==> src/hdl/gbs_pkg.sv <==
// Shared types and constants for greedy box suppression.
`default_nettype none
package gbs_pkg;

  localparam int MAX_KEPT    = 128;
  localparam int COORD_BITS  = 13;
  localparam int IDX_W       = $clog2(MAX_KEPT);
  localparam int CNT_W       = 8;
  localparam int RANK_W      = 8;
  localparam int THR_W       = 16;
  localparam int LIMIT_W     = 8;
  localparam int AREA_BITS   = 2 * COORD_BITS;
  localparam int UNI_W       = AREA_BITS + 1;
  localparam int EDGE_W      = COORD_BITS + 2;
  localparam int DIFF_W      = EDGE_W + 1;

  // stored entry layout
  localparam int LEFT_LSB    = 0;
  localparam int TOP_LSB     = COORD_BITS;
  localparam int WIDTH_LSB   = 2 * COORD_BITS;
  localparam int HEIGHT_LSB  = 3 * COORD_BITS;
  localparam int AREA_LSB    = 4 * COORD_BITS;
  localparam int ENTRY_BITS  = 4 * COORD_BITS + AREA_BITS;

  localparam int IN_TDATA_W  = ((4 * COORD_BITS + 7) / 8) * 8;
  localparam int OUT_TDATA_W = RANK_W + CNT_W;
  localparam int CFG_W       = THR_W;

  localparam logic [THR_W-1:0]   THR_RESET   = THR_W'(19661);
  localparam logic [LIMIT_W-1:0] LIMIT_RESET = LIMIT_W'(128);
  localparam logic [RANK_W-1:0]  RANK_MAX    = {RANK_W{1'b1}};

  typedef enum logic [0:0] {
    REG_THRESHOLD = 1'b0,
    REG_MAX_ITEMS = 1'b1
  } cfg_reg_t;

  typedef enum logic [1:0] {
    ST_IDLE,
    ST_SCAN,
    ST_FINISH
  } state_t;

  typedef struct packed {
    logic valid;
    logic hit;
  } cmp_res_t;

endpackage
`default_nettype wire

==> src/hdl/gbs_overlap.sv <==
// Pipelined IoU test of the current box against one stored box per cycle.
`default_nettype none
module gbs_overlap (
  input  wire logic                                  clk,
  input  wire logic                                  rst,
  input  wire logic                                  flush,
  input  wire logic                                  in_valid,
  input  wire logic signed [gbs_pkg::COORD_BITS-1:0] cur_left,
  input  wire logic signed [gbs_pkg::COORD_BITS-1:0] cur_top,
  input  wire logic        [gbs_pkg::COORD_BITS-1:0] cur_width,
  input  wire logic        [gbs_pkg::COORD_BITS-1:0] cur_height,
  input  wire logic        [gbs_pkg::AREA_BITS-1:0]  cur_area,
  input  wire logic        [gbs_pkg::THR_W-1:0]      threshold,
  input  wire logic        [gbs_pkg::ENTRY_BITS-1:0] entry,
  output gbs_pkg::cmp_res_t                          res
);

  localparam int CB  = gbs_pkg::COORD_BITS;
  localparam int EW  = gbs_pkg::EDGE_W;
  localparam int DW  = gbs_pkg::DIFF_W;
  localparam int AB  = gbs_pkg::AREA_BITS;
  localparam int UW  = gbs_pkg::UNI_W;
  localparam int TW  = gbs_pkg::THR_W;
  localparam int PW  = TW + UW;

  logic signed [CB-1:0] k_left, k_top;
  logic        [CB-1:0] k_width, k_height;
  logic        [AB-1:0] k_area;

  logic signed [EW-1:0] cl, ct, cr, cb, kl, kt, kr, kb;
  logic signed [EW-1:0] x1, y1, x2, y2;
  logic signed [DW-1:0] dx, dy;

  logic          v1, v2, v3, v4;
  logic [CB-1:0] s1_dx, s1_dy;
  logic [AB-1:0] s1_karea, s2_karea, s2_inter, s3_inter;
  logic [UW-1:0] s3_uni;
  logic [PW-1:0] s4_rhs, s4_lhs;
  logic          s4_zero;
  logic          res_valid, res_hit;

  assign k_left   = entry[gbs_pkg::LEFT_LSB   +: CB];
  assign k_top    = entry[gbs_pkg::TOP_LSB    +: CB];
  assign k_width  = entry[gbs_pkg::WIDTH_LSB  +: CB];
  assign k_height = entry[gbs_pkg::HEIGHT_LSB +: CB];
  assign k_area   = entry[gbs_pkg::AREA_LSB   +: AB];

  always_comb begin
    cl = {{2{cur_left[CB-1]}}, cur_left};
    ct = {{2{cur_top[CB-1]}}, cur_top};
    kl = {{2{k_left[CB-1]}}, k_left};
    kt = {{2{k_top[CB-1]}}, k_top};
    cr = cl + {2'b00, cur_width};
    cb = ct + {2'b00, cur_height};
    kr = kl + {2'b00, k_width};
    kb = kt + {2'b00, k_height};
    x1 = (cl > kl) ? cl : kl;
    y1 = (ct > kt) ? ct : kt;
    x2 = (cr < kr) ? cr : kr;
    y2 = (cb < kb) ? cb : kb;
    dx = {x2[EW-1], x2} - {x1[EW-1], x1};
    dy = {y2[EW-1], y2} - {y1[EW-1], y1};
  end

  always_ff @(posedge clk) begin
    if (rst || flush) begin
      v1        <= 1'b0;
      v2        <= 1'b0;
      v3        <= 1'b0;
      v4        <= 1'b0;
      res_valid <= 1'b0;
    end else begin
      v1        <= in_valid;
      v2        <= v1;
      v3        <= v2;
      v4        <= v3;
      res_valid <= v4;
    end
  end

  always_ff @(posedge clk) begin
    // empty overlap in either axis gives zero intersection
    if (dx > 0 && dy > 0) begin
      s1_dx <= dx[CB-1:0];
      s1_dy <= dy[CB-1:0];
    end else begin
      s1_dx <= '0;
      s1_dy <= '0;
    end
    s1_karea <= k_area;

    s2_inter <= s1_dx * s1_dy;
    s2_karea <= s1_karea;

    s3_uni   <= {1'b0, cur_area} + {1'b0, s2_karea} - {1'b0, s2_inter};
    s3_inter <= s2_inter;

    s4_rhs   <= {{UW{1'b0}}, threshold} * {{TW{1'b0}}, s3_uni};
    s4_lhs   <= {{(PW-AB-TW){1'b0}}, s3_inter, {TW{1'b0}}};
    s4_zero  <= (s3_uni == '0);

    res_hit  <= s4_zero || (s4_lhs > s4_rhs);
  end

  assign res = '{valid: res_valid, hit: res_hit};

endmodule
`default_nettype wire

==> config.mk <==
export PLATFORM = sky130hd
export DESIGN_NAME = gbs_overlap
export DESIGN_NICKNAME = d
export VERILOG_FILES = /design/src/hdl/gbs_pkg.sv /design/src/hdl/gbs_overlap.sv
export SDC_FILE = /design/constraint.sdc
export NUM_CORES = 2
export LEC_CHECK = 0
export BUFFER_PORTS_ARGS = -buffer_cell sky130_fd_sc_hd__buf_2
export CAP_MARGIN = 20
export CORE_MARGIN = 2
export CORE_UTILIZATION = 50
export DETAILED_ROUTE_END_ITERATION = 6
export PLACE_DENSITY_LB_ADDON = 0.25
export SLEW_MARGIN = 20
export SYNTH_ARGS = -nofsm -noshare
export SYNTH_HDL_FRONTEND = slang
export SYNTH_SLANG_ARGS = --single-unit
==> constraint.sdc <==
create_clock -name clk -period 19.6 [get_ports clk]
set_input_delay 0 -clock clk [delete_from_list [all_inputs] [get_ports clk]]
set_output_delay 0 -clock clk [all_outputs]
set_load 0.01 [all_outputs]
# Word-level counts from Yosys, hierarchy flattened
# Index checks and enable logic that the tools add are counted.
[totals]
register_bits = 233
in_bits = 176
out_inout_bits = 2
word_cells = 41
[op_classes]
addsub = 8
n_mul = 2
magnitude_cmp = 7
mux = 4
n_reduce_logical = 4
[ops]
columns = ["operator", "count"]
rows = [
  ["$add A13 B14 Y15", 4],
  ["$mux W15", 4],
  ["$gt A42 B43 Y1", 1],
  ["$mul A16 B27 Y43", 1],
  ["$gt A16 B1 Y1 const B", 2],
  ["$sub A15 B15 Y16", 2],
  ["$lt A15 B15 Y1", 2],
  ["$add A26 B26 Y27", 1],
  ["$logic_not A27 Y1", 1],
  ["$sub A27 B26 Y27", 1],
  ["$gt A13 B13 Y1", 2],
  ["$mul A13 B13 Y26", 1],
  ["$logic_or A1 B1 Y1", 2],
  ["$logic_and A1 B1 Y1", 1],
]

# Logic depth before layout (Yosys ltp)
[logic_depth]
depth_word = 6
mapped_depth = 37
mapped_depth_nobuf = 35

# Worst setup path before layout
# OpenSTA, ideal clock, no wires.
[synth_path]
path_type = "in2reg"
startpoint = "input port cur_top[0] in the netlist's numbering"
endpoint = "register s1_dx[7]"
t_arrival_ns = 6.389
required_time_ns = 19.536
slack_ns = 13.147
path_stages = 37
n_path_buf = 2
path_cell_list = "ha_1 -> inv_1 -> fa_1 -> nor2b_1 -> o21ai_1 -> a21boi_0 -> o21ai_1 -> a21oi_1 -> a41oi_1 -> a21oi_1 -> a21oi_1 -> xor2_1 -> inv_1 -> ha_1 -> nand4_1 -> nor2_1 -> a221oi_1 -> o21ai_0 -> nor3_1 -> o2111ai_2 -> nand2_1 -> buf_4 -> mux2i_1 -> ha_1 -> inv_1 -> fa_1 -> a21o_1 -> a21oi_2 -> o21a_1 -> o21a_2 -> o31ai_1 -> or4_1 -> nor4b_1 -> o2111ai_2 -> nand3_2 -> buf_6 -> nor2_1"
[synth_via]
elab_chain_len = 6
elab_cells_between_ends = 8
[synth_rtl]
columns = ["element", "line", "source"]
rows = [
  ["from (decl)", "gbs_overlap.sv:9", "input wire logic signed [gbs_pkg::COORD_BITS-1:0] cur_top,"],
  ["$add A13 B14 Y15", "gbs_overlap.sv:54", "cb = ct + {2'b00, cur_height};"],
  ["$lt A15 B15 Y1", "gbs_overlap.sv:60", "y2 = (cb < kb) ? cb : kb;"],
  ["$mux W15", "gbs_overlap.sv:60", ""],
  ["$sub A15 B15 Y16 (*)", "gbs_overlap.sv:62", "dy = {y2[EW-1], y2} - {y1[EW-1], y1};"],
  ["$gt A16 B1 Y1 (*)", "gbs_overlap.sv:83", "if (dx > 0 && dy > 0) begin"],
  ["$logic_and A1 B1 Y1 (*)", "gbs_overlap.sv:83", ""],
  ["to (signal assigned)", "gbs_overlap.sv:84", "s1_dx <= dx[CB-1:0];"],
  ["to (decl)", "gbs_overlap.sv:35", "logic [CB-1:0] s1_dx, s1_dy;"],
]
# Every way passes the cells marked *; elsewhere a longest branch is shown, timed or not.
# A chain may end at the register's enable or synchronous reset.

# Worst setup path in the final report
[layout_path]
startpoint = "input port cur_top[0] in the netlist's numbering"
endpoint = "register s1_dy[10]"
[layout_via]
elab_chain_len = 6
elab_cells_between_ends = 8
[layout_rtl]
columns = ["element", "line", "source"]
rows = [
  ["$add A13 B14 Y15", "gbs_overlap.sv:54", ""],
  ["$lt A15 B15 Y1", "gbs_overlap.sv:60", ""],
  ["$mux W15", "gbs_overlap.sv:60", ""],
  ["$sub A15 B15 Y16 (*)", "gbs_overlap.sv:62", ""],
  ["$gt A16 B1 Y1", "gbs_overlap.sv:83", ""],
  ["$logic_and A1 B1 Y1", "gbs_overlap.sv:83", ""],
  ["to (signal assigned)", "gbs_overlap.sv:85", "s1_dy <= dy[CB-1:0];"],
  ["to (decl)", "gbs_overlap.sv:35", ""],
]
# Marked as above.

==> impl_metrics.csv <==
group,metric,value,unit
timing,clock-skew-final,0.0243,ns
grt,vias_in_the_first_global_route,25100,
worst_setup_path,worstPathArrival,7.59,ns
clocking,clock-sinks,233,
timing,finalWorstSetupSlack,12.45,ns
cells_and_area,post_route_cells_drive_above_1_share,7.17,%
synthesis,synth_largest_type_area_fraction,31.2,%
worst_setup_path,crit_path_start_kind,"input port",
timing,final_count_of_pins_violating_max_slew,0,
synthesis,yosysSeqAreaShare,14.5,%
grt,grt_first_pass_wirelength,124000,µm
synthesis,synth_fp_nets,4642,
worst_setup_path,timing.critical_path.slowest_stage_cell,"sky130_fd_sc_hd__or4_1",
timing,slew_headroom,33.3,%
synthesis,synth.most_common_cell,"sky130_fd_sc_hd__inv_1",
route,finalWirelength,73000,µm
worst_setup_path,worst_setup_path_startpoint,"cur_top[0]",
timing,hold_viol,0,
synthesis,synth_warnings,0,
synthesis,syn-instance-count,3588,
worst_setup_path,slowest_stage_delay_on_critical_path,0.56,ns
cells_and_area,num-fill-cells,5981,
hold_path,holdCritPathClass,"in -> reg",
worst_setup_path,crit_path_end,"s1_dy[10]",
synthesis,synth_common_cells,"sky130_fd_sc_hd__inv_1 (739), sky130_fd_sc_hd__fa_1 (501), sky130_fd_sc_hd__nand2_1 (461)",
synthesis,postSynthAreaPerCell,8.95,µm²
cells_and_area,seqCellArea,4660,µm²
worst_setup_path,cp_data_required_time,20.04,ns
worst_setup_path,setup.worst_path.class,"in -> reg",
worst_setup_path,regToRegSetupSlack,12.53,ns
synthesis,yosys.cell_types.count,80,
grt,pin_count_of_the_biggest_net_entering_global_routing,28,
placed_design,dp_hpwl,59700,µm
cells_and_area,postLayoutCoreUtil,55.1,%
route,drtIter0Drc,1051,
floorplan,fp-row-count,92,
synthesis,synth_async_sr_flop_share,0,%
clocking,cts_hold_buffers,32,
worst_setup_path,path_max_fanout,19,
synthesis,synth-main-ff-cell,"sky130_fd_sc_hd__dfxtp_1",
placed_design,routabilityCongestion,0.888,
clocking,postCtsResizedCells,0,
floorplan,die_w,257,µm
placed_design,pre_cts_ws,11.97,ns
clocking,cts_setup_buffers,0,
synthesis,synth_enable_flop_cells,0,
floorplan,initial_util,50.7,%
clocking,max_clock_buf_depth,3,
route,detailroute.via_count,23600,
synthesis,synth.ff_latch_count,233,
route,drt_drc_violations_left,0,
clocking,clkSlewWorstSetupHoldPaths,0.07,ns
timing,finalCriticalPeriod,7.15,ns
clocking,htree_levels,1,
floorplan,top_level_ports,178,
run_status,status,"complete, no violations",
cells_and_area,areaGrowthSynthToFinish,8.51,%
clocking,clock_root_buffer,"sky130_fd_sc_hd__clkbuf_16",
worst_setup_path,reg2regPathDepth,23,
placed_design,place.port_buffers,177,
route,routedWlPerCell,15.9,µm
timing,whs,0.0324,ns
grt,globalRouteOverflowTotal,0,
timing,fin_setup_tns,0,ns
timing,rsz_0062_raised_after_global_routing,"false",
floorplan,die_area,66300,µm²
cells_and_area,multiInputGateArea,24200,µm²
timing,fin_crit_sh,36.5,%
synthesis,synth_top_cells_by_area,"sky130_fd_sc_hd__fa_1 (31%), sky130_fd_sc_hd__ha_1 (15%), sky130_fd_sc_hd__dfxtp_1 (15%)",
synthesis,post_synth_design_cell_area,32100,µm²
route,drtAntennaViolNets,0,
route,drt-vias-per-instance,5.14,
timing,worst-slew-pin-transition,0.999,ns
grt,antenna_violations_before_repair,1,
cells_and_area,final_nets,4778,
clocking,worstSkewPairLatency,0.53,ns
worst_setup_path,reg2reg_to,"s4_rhs[41]",
timing,max_freq,140,MHz
floorplan,core,63300,µm²
run,timing.max_cap.violations,0,
grt,global_route.usage.total,22.9,%
synthesis,most_area_hungry_cell_type_in_the_yosys_netlist,"sky130_fd_sc_hd__fa_1",
clocking,cts_tree,"done",
floorplan,die_height,257,µm
worst_setup_path,end_kind,"flip-flop",
route,detailed_router_iteration_count_before_antenna_repair,5,
worst_setup_path,worstReg2RegStart,"s3_uni[6]",
timing,setup_viol,0,
clocking,number_of_cts_inserted_buffers,25,
## cells in the final DEF, fill, tap and decap left out, types with 85 or more instances in the layout
cell,netlist,layout
sky130_fd_sc_hd__a21o_1,85,85
sky130_fd_sc_hd__a21oi_1,128,128
sky130_fd_sc_hd__and2_1,213,213
sky130_fd_sc_hd__buf_2,1,177
sky130_fd_sc_hd__dfxtp_1,233,233
sky130_fd_sc_hd__fa_1,501,501
sky130_fd_sc_hd__ha_1,377,377
sky130_fd_sc_hd__inv_1,739,739
sky130_fd_sc_hd__nand2_1,461,461
sky130_fd_sc_hd__nor2_1,102,102
sky130_fd_sc_hd__xnor2_1,95,95
## registers in the layout, indices dropped and copies added, names as in the netlist
name       count
res_hit        1
res_valid      1
s1_dx         13
s1_dy         13
s1_karea      26
s2_inter      26
s2_karea      26
s3_inter      26
s3_uni        27
s4_lhs        26
s4_rhs        43
s4_zero        1
v1             1
v2             1
v3             1
v4             1
## layer usage
layer  vias up  track usage, %  wire length (µm)
met5         -               0                 0
met4         0            6.45              1970
met3       121            2.73              3350
met2       477            41.0             36400
met1     11500            29.0             31300
li1      11500               -                 -
## how the worst min path moves through the flow
stage                   end  cells past startpoint       from  slack, ns
6_report           s1_dx[0]                      4   entry[0]       0.03
5_1_grt            s1_dy[0]                      4  entry[13]       0.05
4_1_cts            s1_dx[0]                      4   entry[0]       0.03
3_5_place_dp    s1_karea[0]                      1  entry[52]       0.10
3_3_place_gp   s1_karea[14]                      1  entry[66]       0.10
2_1_floorplan   s1_karea[0]                      0  entry[52]       0.03
## worst max-delay path: cells and delay by family
kind | cells | cell delay, ns
muxes | 1 | 0.27
adders and majority gates | 5 | 1.48
buffers and inverters | 4 | 0.28
and+or+nand+nor | 9 | 2.65
AOI/OAI and AO/OA | 16 | 2.72
xor gates and xnor gates | 1 | 0.17
## stage by stage
| step | instance area (µm²) | instances |
|---|---|---|
| after global placement | 33700 | 4511 |
| final | 34900 | 4588 |
| after detailed placement | 33700 | 4511 |
| after CTS | 34900 | 4585 |
| after global routing | 34900 | 4586 |
| after floorplan | 32100 | 3588 |
## cell families after synthesis
logic type	Yosys count	synth area share (%)
multiplexers	51	1.63
AND/OR/NAND/NOR	971	14.5
XOR/XNOR	143	3.90
adder cells (fa/ha/maj)	878	45.9
flip-flops	233	14.5
buffers and inverters	852	10.1
AO/OA/AOI/OAI	460	9.54
## cell type report
type | instances | share of cell area, %
diodes | 3 | 0.0215
repair buffers | 222 | 3.74
inverters | 739 | 7.96
multi-input cells | 2503 | 69.5
clock inverters | 12 | 0.402
flip-flops and latches | 233 | 13.4
clock buffers | 30 | 1.93
well taps | 846 | 3.04
Power is left out: the tool's default activity adds up to more than one toggle a clock period on the data nets, which glitch-free logic cannot reach.
